$ cat config.mk
export PLATFORM = sky130hd
export DESIGN_NAME = sdt_sqrt
export DESIGN_NICKNAME = d
export VERILOG_FILES = /design/src/rtl/signed_distance_transform_defines.svh /design/src/rtl/sdt_sqrt.sv
export SDC_FILE = /design/constraint.sdc
export NUM_CORES = 1
export LEC_CHECK = 0
export BUFFER_PORTS_ARGS = -buffer_cell sky130_fd_sc_hd__buf_2
export CAP_MARGIN = 20
export CELL_PAD_IN_SITES_DETAIL_PLACEMENT = 1
export CELL_PAD_IN_SITES_GLOBAL_PLACEMENT = 1
export CORE_MARGIN = 4
export CORE_UTILIZATION = 47
export CTS_CLUSTER_DIAMETER = 80
export DETAILED_ROUTE_END_ITERATION = 10
export HOLD_SLACK_MARGIN = 0.05
export MAX_ROUTING_LAYER = met4
export PLACE_DENSITY = 0.92
export SLEW_MARGIN = 40
export SYNTH_ARGS = -nofsm -noshare
export SYNTH_HDL_FRONTEND = slang
export SYNTH_SLANG_ARGS = --single-unit
export TNS_END_PERCENT = 50
$ cat constraint.sdc
create_clock -name clock -period 6.63 [get_ports clock]
set_clock_uncertainty 0.2 [all_clocks]
set_input_delay 0.3315 -clock clock [delete_from_list [all_inputs] [get_ports clock]]
set_output_delay 0.3315 -clock clock [all_outputs]
set_load 0.01 [all_outputs]
$ cat src/rtl/signed_distance_transform_defines.svh
// assertion macros for the signed distance transform block
// taken in by the top level; the bodies are empty when SYNTH is defined
`ifndef SIGNED_DISTANCE_TRANSFORM_DEFINES_SVH
`define SIGNED_DISTANCE_TRANSFORM_DEFINES_SVH
`ifndef SYNTH
// same-cycle implication
`define SDT_ASSERT_NOW(lbl, clk, rst, a, b) \
   lbl: assert property (@(posedge clk) disable iff (rst) (a) |-> (b)) \
      else $error("sdt assertion failed");
// next-cycle implication
`define SDT_ASSERT_NEXT(lbl, clk, rst, a, b) \
   lbl: assert property (@(posedge clk) disable iff (rst) (a) |=> (b)) \
      else $error("sdt assertion failed");
`else
`define SDT_ASSERT_NOW(lbl, clk, rst, a, b)
`define SDT_ASSERT_NEXT(lbl, clk, rst, a, b)
`endif
`endif

$ cat src/rtl/sdt_sqrt.sv
// bit-serial integer square root, one root bit per cycle, result rounded halves up
// depends on nothing but its parameters
`timescale 1ns / 1ps
module sdt_sqrt #(
   parameter int RAD_W = 35,
   parameter int OUT_W = 18
) (
   input  logic             clock,
   input  logic             reset,
   input  logic             start,
   input  logic [RAD_W-1:0] radicand,
   output logic             done,
   output logic [OUT_W-1:0] result
);

   localparam int ROOT_W = (RAD_W + 1) / 2;
   localparam int VW     = 2 * ROOT_W;

   logic          busy_ff, busy_in;
   logic          done_ff, done_in;
   logic [VW-1:0] v_ff, v_in;
   logic [VW-1:0] r_ff, r_in;
   logic [VW-1:0] b_ff, b_in;
   logic [VW-1:0] trial;
   logic [OUT_W-1:0] result_ff, result_in;

   always_comb begin
      busy_in   = busy_ff;
      done_in   = 1'b0;
      v_in      = v_ff;
      r_in      = r_ff;
      b_in      = b_ff;
      result_in = result_ff;
      trial     = r_ff + b_ff;
      if (start) begin
         v_in    = VW'(radicand);
         r_in    = '0;
         b_in    = VW'(1) << (VW - 2);
         busy_in = 1'b1;
      end else if (busy_ff) begin
         if (v_ff >= trial) begin
            v_in = v_ff - trial;
            r_in = (r_ff >> 1) + b_ff;
         end else begin
            r_in = r_ff >> 1;
         end
         b_in = b_ff >> 2;
         if (b_ff == VW'(1)) begin
            busy_in   = 1'b0;
            done_in   = 1'b1;
            result_in = OUT_W'((r_in + VW'(1)) >> 1);
         end
      end
   end

   always_ff @(posedge clock) begin
      if (reset) begin
         busy_ff <= 1'b0;
         done_ff <= 1'b0;
      end else begin
         busy_ff <= busy_in;
         done_ff <= done_in;
      end
      v_ff      <= v_in;
      r_ff      <= r_in;
      b_ff      <= b_in;
      result_ff <= result_in;
   end

   assign done   = done_ff;
   assign result = result_ff;

endmodule

==> impl_metrics.csv <==
group,metric,value,unit
logic_synthesis,ys_types,75,
worst_hold_path,hold_path_class,"in -> reg",
critical_path,crit_path_start_kind,"register",
routing,routed_wl,26.5,mm
layout,fin_cells,1357,
critical_path,cp.arrival,6360,ps
cts,clkTransAtPathRegs,80,ps
critical_path,slowest_delay,600,ps
grt,grt_usage,0.251,
logic_synthesis,synthMuxAreaShare,0.0423,
cts,cts.sinks,110,
critical_path,worstSetupEndpointType,"register",
sta,maxSlewHeadroom,0.445,
logic_synthesis,synth_top_area_frac,0.176,
routing,vias_per_cell,6.20,
layout,areaGrowthSynthToFinish,11.2,%
critical_path,cp.required,6650,ps
layout,layout_common_cells,"nand2_1 (117), nor2_1 (110), o21ai_0 (79)",
placement,gp_congestion,0.904,
layout,finish.utilization,0.535,
cts,insertion_delay,370,ps
logic_synthesis,ys_seq_area_frac,0.303,
logic_synthesis,netlist_instances,1080,
sta,fin_crit,6350,ps
power,p_per_area,394,mW/mm²
run_status,status,"completed",
logic_synthesis,synthFlopType,"dfxtp_1",
floorplan,coreArea,0.0188,mm²
logic_synthesis,synthArstFlopShare,0,
cts,root_buffer,"clkbuf_16",
logic_synthesis,syn_area_per_cell,8.36,µm²
routing,m1WireLength,11.1,mm
routing,wl_met3,916,µm
critical_path,critPathTopFamily,"compound AO/OA/AOI/OAI gates",
layout,seq_area,0.00273,mm²
routing,vias,8411,
placement,dp_cells,1324,
routing,avgRoutedWirePerCell,19.6,µm
grt,grt_pass1_wl,43.3,mm
grt,grt_antenna_before_repair,0,
logic_synthesis,synthAdderAreaFrac,0.106,
logic_synthesis,ys_warn_count,0,
layout,final_common_cell,"nand2_1",
flow_run,cap_violations,0,
layout,antenna_cells,0,
sta,hold_viol_final,0,
critical_path,timing.critical_path.fanout_max,12,
floorplan,chipHeight,147,µm
layout,nFillCells,2260,
sta,worst-slew-pin-transition,832,ps
routing,dr.pass1.iters,4,
floorplan,fp-row-count,50,
cts,tritoncts,"done",
power,p_total,3.95,mW
routing,top_layer,"met4",
logic_synthesis,syn_area,0.00903,mm²
routing,final_antenna_net_count,0,
placement,placement.setup.worst_slack,46.9,ps
logic_synthesis,synth_edf_count,53,
power,leakagePower,3.87,nW
logic_synthesis,synth_compound_area_frac,0.230,
logic_synthesis,synth-xor-area-share,0.102,
sta,fin_setup_tns,0,ps
floorplan,die_w,147,µm
critical_path,crit_slowest_cell,"or4_4",
grt,grt_max_degree,76,
grt,first_global_vias,8716,
sta,layout_setup_ws,285,ps
grt,grt_overflow,0,
sta,fmax,158,MHz
placement,detailed_place_hpwl,18.9,mm
layout,fin_nets,1232,
logic_synthesis,yosys-top-cells-area,"edfxtp_1 (18%), dfxtp_1 (13%), ha_1 (10%)",
floorplan,start_util,0.481,
critical_path,cpMostUsedCell,"a31o_2",
layout,multi_input_comb_area,0.00601,mm²
logic_synthesis,synth_fp_nets,1194,
cts,htree_levels,3,
cts,clockBufferDepth,2,
sta,final_max_slew_viol_count,0,
sta,setup_viol,0,
routing,drc,0,
logic_synthesis,synthSimpleGateAreaFrac,0.179,
sta,fin_crit_sh,0.957,
routing,initialDrtViolationCount,435,
logic_synthesis,synth_top_cell_by_area,"edfxtp_1",
logic_synthesis,synth_seq_cells,110,
sta,rsz0062_at_grt,"false",
critical_path,path_cells,"ha_1 > ha_1 > a21o_1 > a31o_2 > a31o_2 > a211o_1 > a31o_2 > a221o_1 > o221a_2 > xnor2_1 > ha_2 > nand4_1 > o311a_1 > a21oi_4 > a31oi_4 > buf_12 > buf_4 > nor4_2 > a21oi_2 > or4_4 > or2_0 > a21oi_1",
layout,drive_above_1_share,0.111,
logic_synthesis,synth_top_family_by_area,"compound AO/OA/AOI/OAI gates",
floorplan,ios,57,
critical_path,worst-path-buf-inv,2,
floorplan,dieArea,0.0215,mm²
placement,port_buffers,56,
routing,dr_wl_met2,13.7,mm
power,ir_drop,0.270,mV
cts,cts_buffers,9,
critical_path,timing_worst_setup_path_type,"reg -> reg",
state kept, by name (all words and copies together), names as in the netlist:
signal and cells:
v_ff 36, result 18, b_ff 18, r_ff 36, busy_ff 1, done 1
synthesized netlist by cell type (7+ instances only):
library cell,n
a211oi_1,15
a21o_1,16
a21oi_1,63
a31o_2,13
a31oi_1,36
and2_1,7
and3_1,7
clkbuf_1,50
dfxtp_1,57
edfxtp_1,53
ha_1,75
inv_1,28
mux2i_1,30
nand2_1,117
nand2b_1,9
nand3_1,16
nand4_1,12
nor2_1,110
nor2b_1,11
nor3_1,19
nor4_1,11
o21a_1,12
o21ai_0,79
o21bai_1,11
o31ai_1,11
xnor2_1,56
xor2_1,49
timing repair:
action	4_1_cts	5_1_grt
pin swaps	0	1
hold endpoints to repair	16	0
gates resized for setup	2	9
setup endpoints to repair	4	13
hold buffers	15	0
setup buffers	0	2
stage by stage:
step	hold slack (ps)	instance area, µm²
final	51.8	10000
after global routing	57.4	10000
after CTS	50.3	9960
after detailed placement	302	9480
after global placement	290	9480
after floorplan	204	9030
worst paths after layout:
| check | startpoint | end | slack (ps) | depth (start not counted) |
|---|---|---|---|---|
| min | radicand[25] | v_ff[25] | 50 | 3 |
| max reg2reg | b_ff[0] | result[10] | 280 | 22 |
| min reg2reg | r_ff[22] | r_ff[22] | 320 | 2 |
| max | b_ff[0] | result[10] | 280 | 22 |
cell type report:
class                      instances  share of cell area
timing repair buffer              86              0.0569
multi-input combinational        882               0.599
clock buffer                      15              0.0309
sequential                       110               0.272
clock inverter                     1            0.000748
tap                              234              0.0292
inverter                          29              0.0108
cell families (layout without fill, tap and decap cells):
group / after synthesis / after routing
muxes: 37 / 37
AOI/OAI and AO/OA: 316 / 316
xor gates and xnor gates: 105 / 105
adders and majority gates: 76 / 76
DFF: 110 / 110
buffers and inverters: 88 / 131
and+or+nand+nor: 348 / 348
where the power goes:
| group | internal (mW) | switching [mW] | total, mW |
|---|---|---|---|
| combinational | 0.948 | 1.38 | 2.33 |
| clock | 0.322 | 0.260 | 0.583 |
| sequential | 0.917 | 0.123 | 1.04 |
| total | 2.19 | 1.76 | 3.95 |
tightest hold or removal path: stages:
cell and delay [ps]:
buf_2 70, nand2_1 40, o21ai_0 60
metal layers:
metal,track usage,vias to the layer above
li1,-,4047
met1,0.285,4110
met2,0.442,187
met3,0.0360,67
met4,0.102,0
met5,-,-
No activity file was read; power rests on OpenSTA's default activity.
