**config.mk**
```make
export PLATFORM = sky130hd
export DESIGN_NAME = sdt_map
export DESIGN_NICKNAME = d
export VERILOG_FILES = /design/src/rtl/signed_distance_transform_defines.svh /design/src/rtl/sdt_pkg.sv /design/src/rtl/sdt_map.sv
export SDC_FILE = /design/constraint.sdc
export NUM_CORES = 1
export LEC_CHECK = 0
export BUFFER_PORTS_ARGS = -buffer_cell sky130_fd_sc_hd__buf_2
export CORE_MARGIN = 3
export CORE_UTILIZATION = 63
export DETAILED_ROUTE_END_ITERATION = 10
export PLACE_DENSITY = 0.82
export RECOVER_POWER = 100
export SLEW_MARGIN = 20
export SYNTH_ARGS = -nofsm -noshare
export SYNTH_HDL_FRONTEND = slang
export SYNTH_SLANG_ARGS = --single-unit
```
**constraint.sdc**
```tcl
create_clock -name clock -period 6.7 [get_ports clock]
set_input_delay 0.335 -clock clock [delete_from_list [all_inputs] [get_ports clock]]
set_output_delay 0.335 -clock clock [all_outputs]
set_load 0.01 [all_outputs]
```
**src/rtl/signed_distance_transform_defines.svh**
```systemverilog
// assertion macros for the signed distance transform block
// taken in by the top level; the bodies are empty when SYNTH is defined
`ifndef SIGNED_DISTANCE_TRANSFORM_DEFINES_SVH
`define SIGNED_DISTANCE_TRANSFORM_DEFINES_SVH
`ifndef SYNTH
// same-cycle implication
`define SDT_ASSERT_NOW(lbl, clk, rst, a, b) \
   lbl: assert property (@(posedge clk) disable iff (rst) (a) |-> (b)) \
      else $error("sdt assertion failed");
// next-cycle implication
`define SDT_ASSERT_NEXT(lbl, clk, rst, a, b) \
   lbl: assert property (@(posedge clk) disable iff (rst) (a) |=> (b)) \
      else $error("sdt assertion failed");
`else
`define SDT_ASSERT_NOW(lbl, clk, rst, a, b)
`define SDT_ASSERT_NEXT(lbl, clk, rst, a, b)
`endif
`endif

```
**src/rtl/sdt_pkg.sv**
```systemverilog
// shared types and constants of the signed distance transform block
// no dependencies; imported by the top level, sdt_map and the testbench
`timescale 1ns / 1ps
package sdt_pkg;

   localparam int CSR_IW = 2;
   localparam int CSR_DW = 9;

   localparam logic [1:0] ACT_LOAD = 2'd0;
   localparam logic [1:0] ACT_RUN  = 2'd1;
   localparam logic [1:0] ACT_READ = 2'd2;

   localparam logic [CSR_IW-1:0] CSR_WIDTH   = 2'd0;
   localparam logic [CSR_IW-1:0] CSR_HEIGHT  = 2'd1;
   localparam logic [CSR_IW-1:0] CSR_MAXDIST = 2'd2;

   localparam logic [CSR_DW-1:0] WIDTH_RESET   = 9'd256;
   localparam logic [CSR_DW-1:0] HEIGHT_RESET  = 9'd256;
   localparam logic [7:0]        MAXDIST_RESET = 8'd80;

   localparam logic [7:0] GREY_MAX = 8'd255;

   typedef struct packed {
      logic [1:0] action;
      logic [7:0] col;
      logic [7:0] row;
      logic [7:0] pixel_value;
   } sdt_req_type;

   typedef struct packed {
      logic [7:0] field_value;
      logic       done_res;
   } sdt_rsp_type;

   // round(sqrt(2) * 2^frac), halves up; evaluated at elaboration
   function automatic longint diag_step(input int frac);
      longint v;
      longint r;
      longint b;
      v = longint'(2) << (2 * frac + 2);
      r = 0;
      b = longint'(1) << 62;
      for (int i = 0; i < 32; i++) begin
         if (b > v) begin
            b = b >> 2;
         end
      end
      for (int i = 0; i < 32; i++) begin
         if (b != 0) begin
            if (v >= r + b) begin
               v = v - (r + b);
               r = (r >> 1) + b;
            end else begin
               r = r >> 1;
            end
            b = b >> 2;
         end
      end
      return (r + 1) >> 1;
   endfunction

endpackage

```
**src/rtl/sdt_map.sv**
```systemverilog
// maps a fixed-point distance to an 8-bit grey value with an 8-step restoring divider
// depends on sdt_pkg
`timescale 1ns / 1ps
module sdt_map
   import sdt_pkg::*;
#(
   parameter int FRAC_BITS = 8,
   parameter int DIST_W    = 18
) (
   input  logic              clock,
   input  logic              reset,
   input  logic              start,
   input  logic              is_zero,
   input  logic [DIST_W-1:0] distance,
   input  logic [7:0]        max_dist,
   output logic              done,
   output logic [7:0]        value
);

   localparam int MW = FRAC_BITS + 8;
   localparam int NW = ((DIST_W > MW) ? DIST_W : MW) + 1;
   localparam int LW = NW + 8;

   logic          busy_ff, busy_in;
   logic          done_ff, done_in;
   logic [2:0]    cnt_ff, cnt_in;
   logic [LW-1:0] rem_ff, rem_in;
   logic [LW-1:0] dsh_ff, dsh_in;
   logic [7:0]    q_ff, q_in;
   logic [7:0]    md_eff;
   logic [LW-1:0] m, d_ext, n;

   always_comb begin
      md_eff  = (max_dist == 8'd0) ? 8'd1 : max_dist;
      m       = LW'(md_eff) << FRAC_BITS;
      d_ext   = LW'(distance);
      n       = is_zero ? (m - d_ext) : (m + d_ext);
      busy_in = busy_ff;
      done_in = 1'b0;
      cnt_in  = cnt_ff;
      rem_in  = rem_ff;
      dsh_in  = dsh_ff;
      q_in    = q_ff;
      if (start) begin
         if (is_zero && d_ext >= m) begin
            q_in    = '0;
            done_in = 1'b1;
         end else if (n >= (m << 1)) begin
            q_in    = GREY_MAX;
            done_in = 1'b1;
         end else begin
            // numerator 255*n, divisor 2m aligned for the top quotient bit
            rem_in  = (n << 8) - n;
            dsh_in  = m << 8;
            cnt_in  = 3'd7;
            q_in    = '0;
            busy_in = 1'b1;
         end
      end else if (busy_ff) begin
         if (rem_ff >= dsh_ff) begin
            rem_in = rem_ff - dsh_ff;
            q_in   = q_ff | (8'd1 << cnt_ff);
         end
         dsh_in = dsh_ff >> 1;
         cnt_in = cnt_ff - 3'd1;
         if (cnt_ff == 3'd0) begin
            busy_in = 1'b0;
            done_in = 1'b1;
         end
      end
   end

   always_ff @(posedge clock) begin
      if (reset) begin
         busy_ff <= 1'b0;
         done_ff <= 1'b0;
      end else begin
         busy_ff <= busy_in;
         done_ff <= done_in;
      end
      cnt_ff <= cnt_in;
      rem_ff <= rem_in;
      dsh_ff <= dsh_in;
      q_ff   <= q_in;
   end

   assign done  = done_ff;
   assign value = q_ff;

endmodule

```
==> results of run 1 <==
## layer usage
layer | wire (um) | vias to the layer above
met4 | 392 | 0
met3 | 1090 | 39
met1 | 7660 | 2722
met2 | 7550 | 229
met5 | 0 | -
li1 | - | 2839
## cell usage in the layout, fill, tap and decap left out, types with 3 or more instances in the layout
| cell | synthesis | layout |
|---|---|---|
| sky130_fd_sc_hd__a21boi_0 | 3 | 3 |
| sky130_fd_sc_hd__a21o_1 | 33 | 33 |
| sky130_fd_sc_hd__a21oi_1 | 78 | 78 |
| sky130_fd_sc_hd__a31oi_1 | 15 | 15 |
| sky130_fd_sc_hd__and2_1 | 7 | 7 |
| sky130_fd_sc_hd__and3_1 | 6 | 6 |
| sky130_fd_sc_hd__buf_2 | 1 | 27 |
| sky130_fd_sc_hd__clkbuf_1 | 22 | 13 |
| sky130_fd_sc_hd__clkbuf_8 | 1 | 9 |
| sky130_fd_sc_hd__edfxtp_1 | 62 | 62 |
| sky130_fd_sc_hd__ha_1 | 72 | 72 |
| sky130_fd_sc_hd__inv_1 | 81 | 81 |
| sky130_fd_sc_hd__mux2i_1 | 6 | 6 |
| sky130_fd_sc_hd__nand2_1 | 52 | 52 |
| sky130_fd_sc_hd__nand2b_1 | 9 | 9 |
| sky130_fd_sc_hd__nand3_1 | 15 | 15 |
| sky130_fd_sc_hd__nand3b_1 | 4 | 4 |
| sky130_fd_sc_hd__nand4_1 | 10 | 10 |
| sky130_fd_sc_hd__nor2_1 | 59 | 59 |
| sky130_fd_sc_hd__nor2b_1 | 8 | 8 |
| sky130_fd_sc_hd__nor3_1 | 12 | 12 |
| sky130_fd_sc_hd__nor4_1 | 4 | 4 |
| sky130_fd_sc_hd__nor4b_1 | 3 | 3 |
| sky130_fd_sc_hd__o2111ai_1 | 4 | 4 |
| sky130_fd_sc_hd__o211ai_1 | 8 | 8 |
| sky130_fd_sc_hd__o21a_1 | 10 | 10 |
| sky130_fd_sc_hd__o21ai_0 | 58 | 58 |
| sky130_fd_sc_hd__o21bai_1 | 9 | 9 |
| sky130_fd_sc_hd__o31ai_1 | 6 | 6 |
| sky130_fd_sc_hd__or2_2 | 4 | 4 |
| sky130_fd_sc_hd__or3_1 | 4 | 4 |
| sky130_fd_sc_hd__xnor2_1 | 42 | 42 |
| sky130_fd_sc_hd__xor2_1 | 23 | 23 |
## power breakdown
| group | switching [W] | leakage (nW) | internal, W |
|---|---|---|---|
| sequential | 0.00000889 | 0.588 | 0.000481 |
| clock | 0.000168 | 0.0933 | 0.000172 |
| combinational | 0.000413 | 2.34 | 0.000274 |
| total | 0.000590 | 3.02 | 0.000926 |
## cell type report
cell class                 instances  share of cell area (%)
clock buffer                       9                    1.79
clock inverter                     7                    1.03
inverter                          82                    4.44
multi-input combinational        603                    60.3
sequential                        64                    27.4
tap                              133                    2.40
timing repair buffer              40                    2.65
## kinds of logic (layout without fill, tap and decap cells)
| group | count (synthesis) | in the layout | share of synthesized area, % |
|---|---|---|---|
| compound gates | 253 | 253 | 24.4 |
| xor+xnor | 66 | 66 | 9.15 |
| fa+ha+maj | 74 | 74 | 14.4 |
| buf+inv | 111 | 138 | 6.67 |
| flops | 64 | 64 | 29.2 |
| mux | 7 | 7 | 1.09 |
| simple gates | 203 | 203 | 15.1 |
## through the flow
step | util (%) | cells
after floorplan | - | 778
after global placement | 68.4 | 922
after detailed placement | 68.4 | 922
after CTS | 70.4 | 938
after global routing | 70.0 | 938
final | 70.0 | 938
## final timing paths
check	start	endpoint	slack [ns]	depth (start not counted)
worst max-delay path	max_dist[4]	dsh_ff[1]	1.25	20
worst min-delay path	reset	busy_ff	0.14	2
worst max register to register	dsh_ff[1]	rem_ff[2]	2.77	10
worst min register to register	busy_ff	busy_ff	0.52	2
## flip-flops by register name (all words and copies together), names as in the netlist
signal and count:
done 1, rem_ff 27, cnt_ff 3, busy_ff 1
value 8, dsh_ff 24
==> results.txt, run 1 <==
The overall power consumption is 0.00152 W. Area of the mapped netlist: 6520 um2. For this run, the register share of the synthesized area comes to 29.2%.

The die height was 108 um; the share of async-settable or async-resettable flops after synthesis was 0%. The run gives 1.25 ns as the slack of the critical path. The die covers 11600 um2.

Setup repair after global routing left no endpoint under its margin. The HPWL after detailed placement is 13.1 mm. The cell area reported after detailed placement was 6780 um2; the number of buffers inserted by port buffering was 38. The most used flip-flop cell after synthesis is sky130_fd_sc_hd__edfxtp_1. The logs give 4180 um2 for the total area of multi-input combinational cells and 16.7 mm for the total routed wirelength. For the antenna cell count, the log shows 0.

The post-route netlist has 6.96% of its cells at a drive strength greater than 1. For this run, global-route usage on met2 was measured as 46.4%. The logs give 0 for the count of yosys warnings during synthesis and 7 for the number of search-and-repair iterations in the first detailed-routing pass.

Setup violations remaining at the end of the flow were counted as 0. The filler cells instantiated in the layout total 811. The final count of pins violating max slew is 136.

The number of enable flip-flop cells after synthesis was 62. 39 I/O pins were placed. The tools report the number of gates resized after cts as 0. Net count of the mapped netlist: 882. The unique cell type count in the Yosys netlist is 68.

The logs give 0 for the quantity of hold-fixing buffers added after cts and 9 for the number of buffers created by CTS. Summed over its instances, the top area cell type makes up 28.5% of the synthesized netlist area. In this run, the number of DRC markers left after iteration 0 of detailed routing was 489. The final reports fail on capacitance limit, slew limit.

For this configuration, the core starts out at a cell density of 65.8%. Entering global routing, the biggest net connects 80 pins. Power spread over the standard cell area amounts to 219 nW/um2. CTS built an H-tree with a depth of 3. The post-route fraction of the period consumed by the critical path is 81.3%. For this run, the slowest stage of the critical path takes 1.16 ns. The remaining global-route overflow is 0. The busiest layer in global routing was met2. Headroom to the max-slew limit came out at -118%. The first global-routing pass estimated 26.9 mm of wire. The logs give 1900 um2 for the sequential cell area in the final layout and 9910 um2 for the core region area. In the routed layout, each cell is associated on average with a via count of 6.21. The worst setup path is of the in2reg kind. The logs give 5504 for the number of global-route vias before repair and 5.41 ns for the data arrival time of the critical path.

The logs give 64 for the sink count of the clock tree and 29.2% for the global-route usage over all layers. The root buffer selected by CTS was sky130_fd_sc_hd__clkbuf_8. The run finished, with violations left. The clock skew after layout is 0.0159 ns.

For this block, the via count after detailed routing is 5829. For the met3 capacity usage during global routing, the log shows 4.68%. sky130_fd_sc_hd__edfxtp_1 takes more of the synthesized area than any other cell. The number of buffers on the longest clock path was 2. The total negative slack for setup checks was 0 ns. In the synthesized netlist, the cells that appear most often are sky130_fd_sc_hd__inv_1, sky130_fd_sc_hd__a21oi_1, sky130_fd_sc_hd__ha_1. After detailed routing, the number of remaining DRC violations is 0. The family with the most delay on the worst path is compound AO/OA/AOI/OAI gates. The run gives 0.968 as the weighted congestion at the end of routability-driven global placement.

The endpoint kind of the worst setup timing path is a flop. The net count of the finished layout is 904. The worst setup path is launched from a primary input. The timing-limited maximum frequency is 184 MHz, and the data required time of the worst path is 6.66 ns. The worst vdd rail ir drop is 0.167 mV.

Clock-pin slew was measured on the worst setup and hold paths at 0.08 ns. The signal on the critical path passes through clkbuf_1 > nor4_1 > a41o_1 > ha_1 > nor4_1 > nand3_1 > o21ai_0 > a21o_1 > a21o_1 > a21oi_1 > o2bb2ai_1 > xor2_1 > ha_1 > nand4_1 > nor2_1 > a31oi_1 > and3_1 > nand3_1 > nand2_1 > clkbuf_1. Clock latency at the later pin of the worst-skew pair: 0.37 ns. The cell type of the slowest stage on the worst timing path was sky130_fd_sc_hd__clkbuf_1. Summed over all cells, the static leakage comes to 3.02 nW.

Prior to clock tree synthesis, the placed netlist has a worst setup slack of 1.62 ns. The number of cell rows is 36. The minimum clock period after layout is 5.45 ns. The worst hold path belongs to the class in2reg. Minimum hold slack: 0.140 ns. A synthesized cell averages 8.39 um2.

After clock tree synthesis, the setup repair step added 0 buffers. The run gives 6930 um2 as the summed area of non-filler cells in the final layout. The hold violation total from the final report came out at 0. Synthesis produced 778 cells. Largest fanout on the critical path: 27. For the pin with the worst max-slew slack, the measured transition is 3.27 ns.

The most used standard cell by instance count after synthesis was sky130_fd_sc_hd__inv_1. The die boundary width is 108 um. Buffering stage count on the worst path with inverters included: 2. The run gives 0 as the initial antenna violation count. Sorting the synthesized cells by area gives the leading types as sky130_fd_sc_hd__edfxtp_1, sky130_fd_sc_hd__ha_1, sky130_fd_sc_hd__a21oi_1.

In this run, synthesis produced a sequential element count of 64. Dividing the detail-routed wire length by the instance count gives 17.8 um. Once detail routing completed, the nets flagged for antenna violations numbered 0.

For the routing usage on met1, the log shows 41.0%. Across the run, the number of max-cap violations was 3. The signed area change from the synthesized netlist to the final layout was 6.29%. TritonCTS built the clock tree.
(Power assumes the default switching activity.)
==> run 2: changes to the inputs <==
- clock period: 6.7 -> 5.2 ns (I/O delays scaled with it)
==> run 2 against run 1 <==
Effect of this change:
- the flow now finishes without violations
- combinational power rose by 30%
- final cell count up 0.64%
- clock skew shrank 0.0071 ns
- total power grew 28%
- clock-buffer cell count grew 3
- sequential share of layout area is 0.16 points lower
==> results.txt, run 2 (synthesized netlist as in run 1, its figures left out) <==
The run finished with clean final reports. In this run the top signal layer used is met5. In the global route stage, overall resource usage came out at 28.9%.

The antenna cell count was 0; the buffering stage count on the worst path with inverters included was 1. Once detail routing completed, the nets flagged for antenna violations numbered 0. Wire segments on met2 add up to 7.68 mm in the final route.

Dividing total power by cell area gives a power density of 279 nW/um2. The average routed wire per standard cell was 17.7 um; the number of flip-flops in the largest register was 27. Ranked by flip-flop count, first place goes to rem_ff.

The number of gates resized after cts was 0; the measured slew at the worst slew-check pin was 1.47 ns. Net switching is 38.5% of the power. The floorplan has 36 rows. The final count of pins violating max slew is 0. Summed over all failing endpoints, the final setup total negative slack is 0 ns.

The switching power total came out at 0.000749 W. The type of the most critical hold path is in2reg. The tools report the minimum hold slack as 0.0764 ns. The number of cells on the worst reg-to-reg path is 10. Number of global-route vias before repair: 5533. Across the run, the number of max-cap violations was 0. The tree is rooted in a sky130_fd_sc_hd__clkbuf_8. The area growth from synthesis to layout is 6.92%. Number of buffers on the longest clock path: 2.

The worst hold path begins at reset. The first global-routing pass estimated 26.8 mm of wire. IR analysis of the VDD net gives a maximum drop of 0.136 mV. The worst path uses 94.4% of the clock period.

After detailed routing, the wire length on met1 is 7.65 mm. Entering global routing, the biggest net connects 63 pins. The worst-case setup slack after placement is 0.0688 ns.

The run gives 64 as the sink count of the clock tree. For this run the aggregate overflow at the end of global routing stands at 0. The worst hold path was traced through 2 stages. On the critical path the largest part of the delay comes from simple AND/OR/NAND/NOR gates. For the worst setup path, the data required time is 5.34 ns. The floorplan step set the die height to 108 um. The largest fanout on the critical path was 7; the clock skew after layout was 0.00883 ns. The placed instance count is 928. The hold violation total from the final report was 0. For the final cell count without fillers, the log shows 944. The clock tree synthesis step divided the H-tree into 3 levels. Based on the critical path, the design can be clocked at up to 204 MHz. STA classifies the critical path startpoint as a primary input.

The tools report the number of buffers created by CTS as 9. The path with the worst hold slack has its endpoint at busy_ff. After detailed routing, the total wire length is 16.7 mm. The initial standard-cell utilization of the core was 65.8%; the slack of the critical path was 0.290 ns. The count of unresolved DRC violations after routing was 0; the first-iteration detailed-routing DRC count was 383. The share of layout cells above drive strength 1 was 7.52%; the number of search-and-repair iterations in the first detailed-routing pass was 5. Data arrives at the worst endpoint at 5.05 ns. Measured against its own limit, the worst slew margin works out to 1.79%. The via density per instance was 6.23; the number of failing setup endpoints in the final timing report was 0. The number of setup buffers added after CTS is 0, and the initial antenna violation count is 1. Clock-pin slew was measured on the worst setup and hold paths at 0.07 ns. The flop-to-flop setup slack came out at 1.45 ns.

For this run, the post-layout net count is 910. Combinational cells account for 46.0% of the total power. Setup repair after global routing left no endpoint under its margin. The worst path needs 4.91 ns of the cycle, external delays included. Buffers inserted to repair hold after CTS numbered 0. For this run, the slowest stage of the critical path takes 0.43 ns. The number of buffers inserted by port buffering works out to 38.

Clock latency on the worst-skew pair, taken at its later pin, is 0.35 ns. The core region area came out at 9910 um2. TritonCTS built the clock tree. The end-of-flow core utilization was 70.4%; the clock share of power was 21.6%.

At the end of routability-driven placement, the weighted congestion stood at 0.973. The internal cell power is 0.00120 W. The die is 108 um wide.

Critical path class: in2reg. The capturing point of the worst reg2reg path is rem_ff[17]. Detailed routing placed a total of 1.09 mm of wire on met3. The endpoint kind of the worst setup timing path is a flop.

On the critical path, the stage with the largest delay is an instance of sky130_fd_sc_hd__ha_1. Across all layers, the routed design uses 5884 vias. Walking the worst path, the cells encountered are buf_2 > nor4_1 > a41o_1 > ha_1 > nor4_1 > nand3_1 > o21ai_0 > a21o_1 > a21o_1 > a21oi_1 > o2bb2ai_1 > xnor2_1 > ha_1 > nand3_1 > or3_1 > nor3_1 > nand4_1 > a21oi_1 > nor2_1 > nor4b_1 > o32ai_1.

The HPWL after detailed placement is 12.8 mm, and the full die area is 11600 um2. In this run the count of I/O pins placed on the die edge is 39. Sequential cell fraction of total power: 32.4%.

Leaving out fill and tap cells, the most frequent cell in the layout is sky130_fd_sc_hd__inv_1. Critical register-to-register path startpoint: dsh_ff[1]. The leakage component of the power came out at 3.05 nW. Leaving out fill and tap cells, the most frequent cells in the layout are sky130_fd_sc_hd__inv_1, sky130_fd_sc_hd__a21oi_1, sky130_fd_sc_hd__ha_1.
## run 2: worst reg2reg max path, stage by stage, from the launching register on
cell and delay (ns):
sky130_fd_sc_hd__edfxtp_1 0.41, sky130_fd_sc_hd__inv_1 0.11, sky130_fd_sc_hd__ha_1 0.24, sky130_fd_sc_hd__nor2b_1 0.14
sky130_fd_sc_hd__o211ai_1 0.25, sky130_fd_sc_hd__a31oi_1 0.24, sky130_fd_sc_hd__o211ai_1 0.38, sky130_fd_sc_hd__a21o_1 0.16
sky130_fd_sc_hd__o21ai_0 0.18, sky130_fd_sc_hd__nor4b_1 0.82, sky130_fd_sc_hd__o21ai_4 0.43
## run 2: worst max path at each step
stage / from / endpoint / cells after the start / slack, ns
2_1_floorplan: max_dist[4] / rem_ff[0] / 18 / 0.54
3_3_place_gp: max_dist[2] / rem_ff[24] / 21 / 0.26
3_5_place_dp: max_dist[2] / rem_ff[24] / 21 / 0.07
4_1_cts: max_dist[2] / rem_ff[24] / 21 / 0.40
5_1_grt: max_dist[2] / rem_ff[24] / 21 / 0.01
6_report: max_dist[2] / rem_ff[24] / 21 / 0.29
## run 2: final cells by class
| class | instances | area (um2) |
|---|---|---|
| Inverter | 82 | 308 |
| Clock inverter | 4 | 45.0 |
| Fill cell | 834 | 2930 |
| Timing Repair Buffer | 46 | 233 |
| Clock buffer | 12 | 135 |
| Tap cell | 133 | 166 |
| Sequential cell | 64 | 1900 |
| Multi-Input combinational cell | 603 | 4190 |
## run 2: metrics by stage
stage | total power [W] | cell area [um2]
2_1_floorplan | 0.00130 | 6520
6_report | 0.00195 | 6980
3_3_place_gp | 0.00150 | 6840
3_5_place_dp | 0.00151 | 6840
4_1_cts | 0.00194 | 7020
5_1_grt | 0.00205 | 6980
## run 2: power groups by stage
stage               registers, W  clock network, W  logic (W)
floorplan               0.000642                 0   0.000657
global placement        0.000639                 0   0.000857
detailed placement      0.000641                 0   0.000872
CTS                     0.000630          0.000425   0.000882
global route            0.000633          0.000444   0.000976
finish                  0.000630          0.000420   0.000896
## run 2: routing by layer
layer	track usage (%)	up-vias
met5	0	-
met4	6.94	2
met3	4.20	24
met2	46.9	222
met1	40.7	2780
li1	-	2856
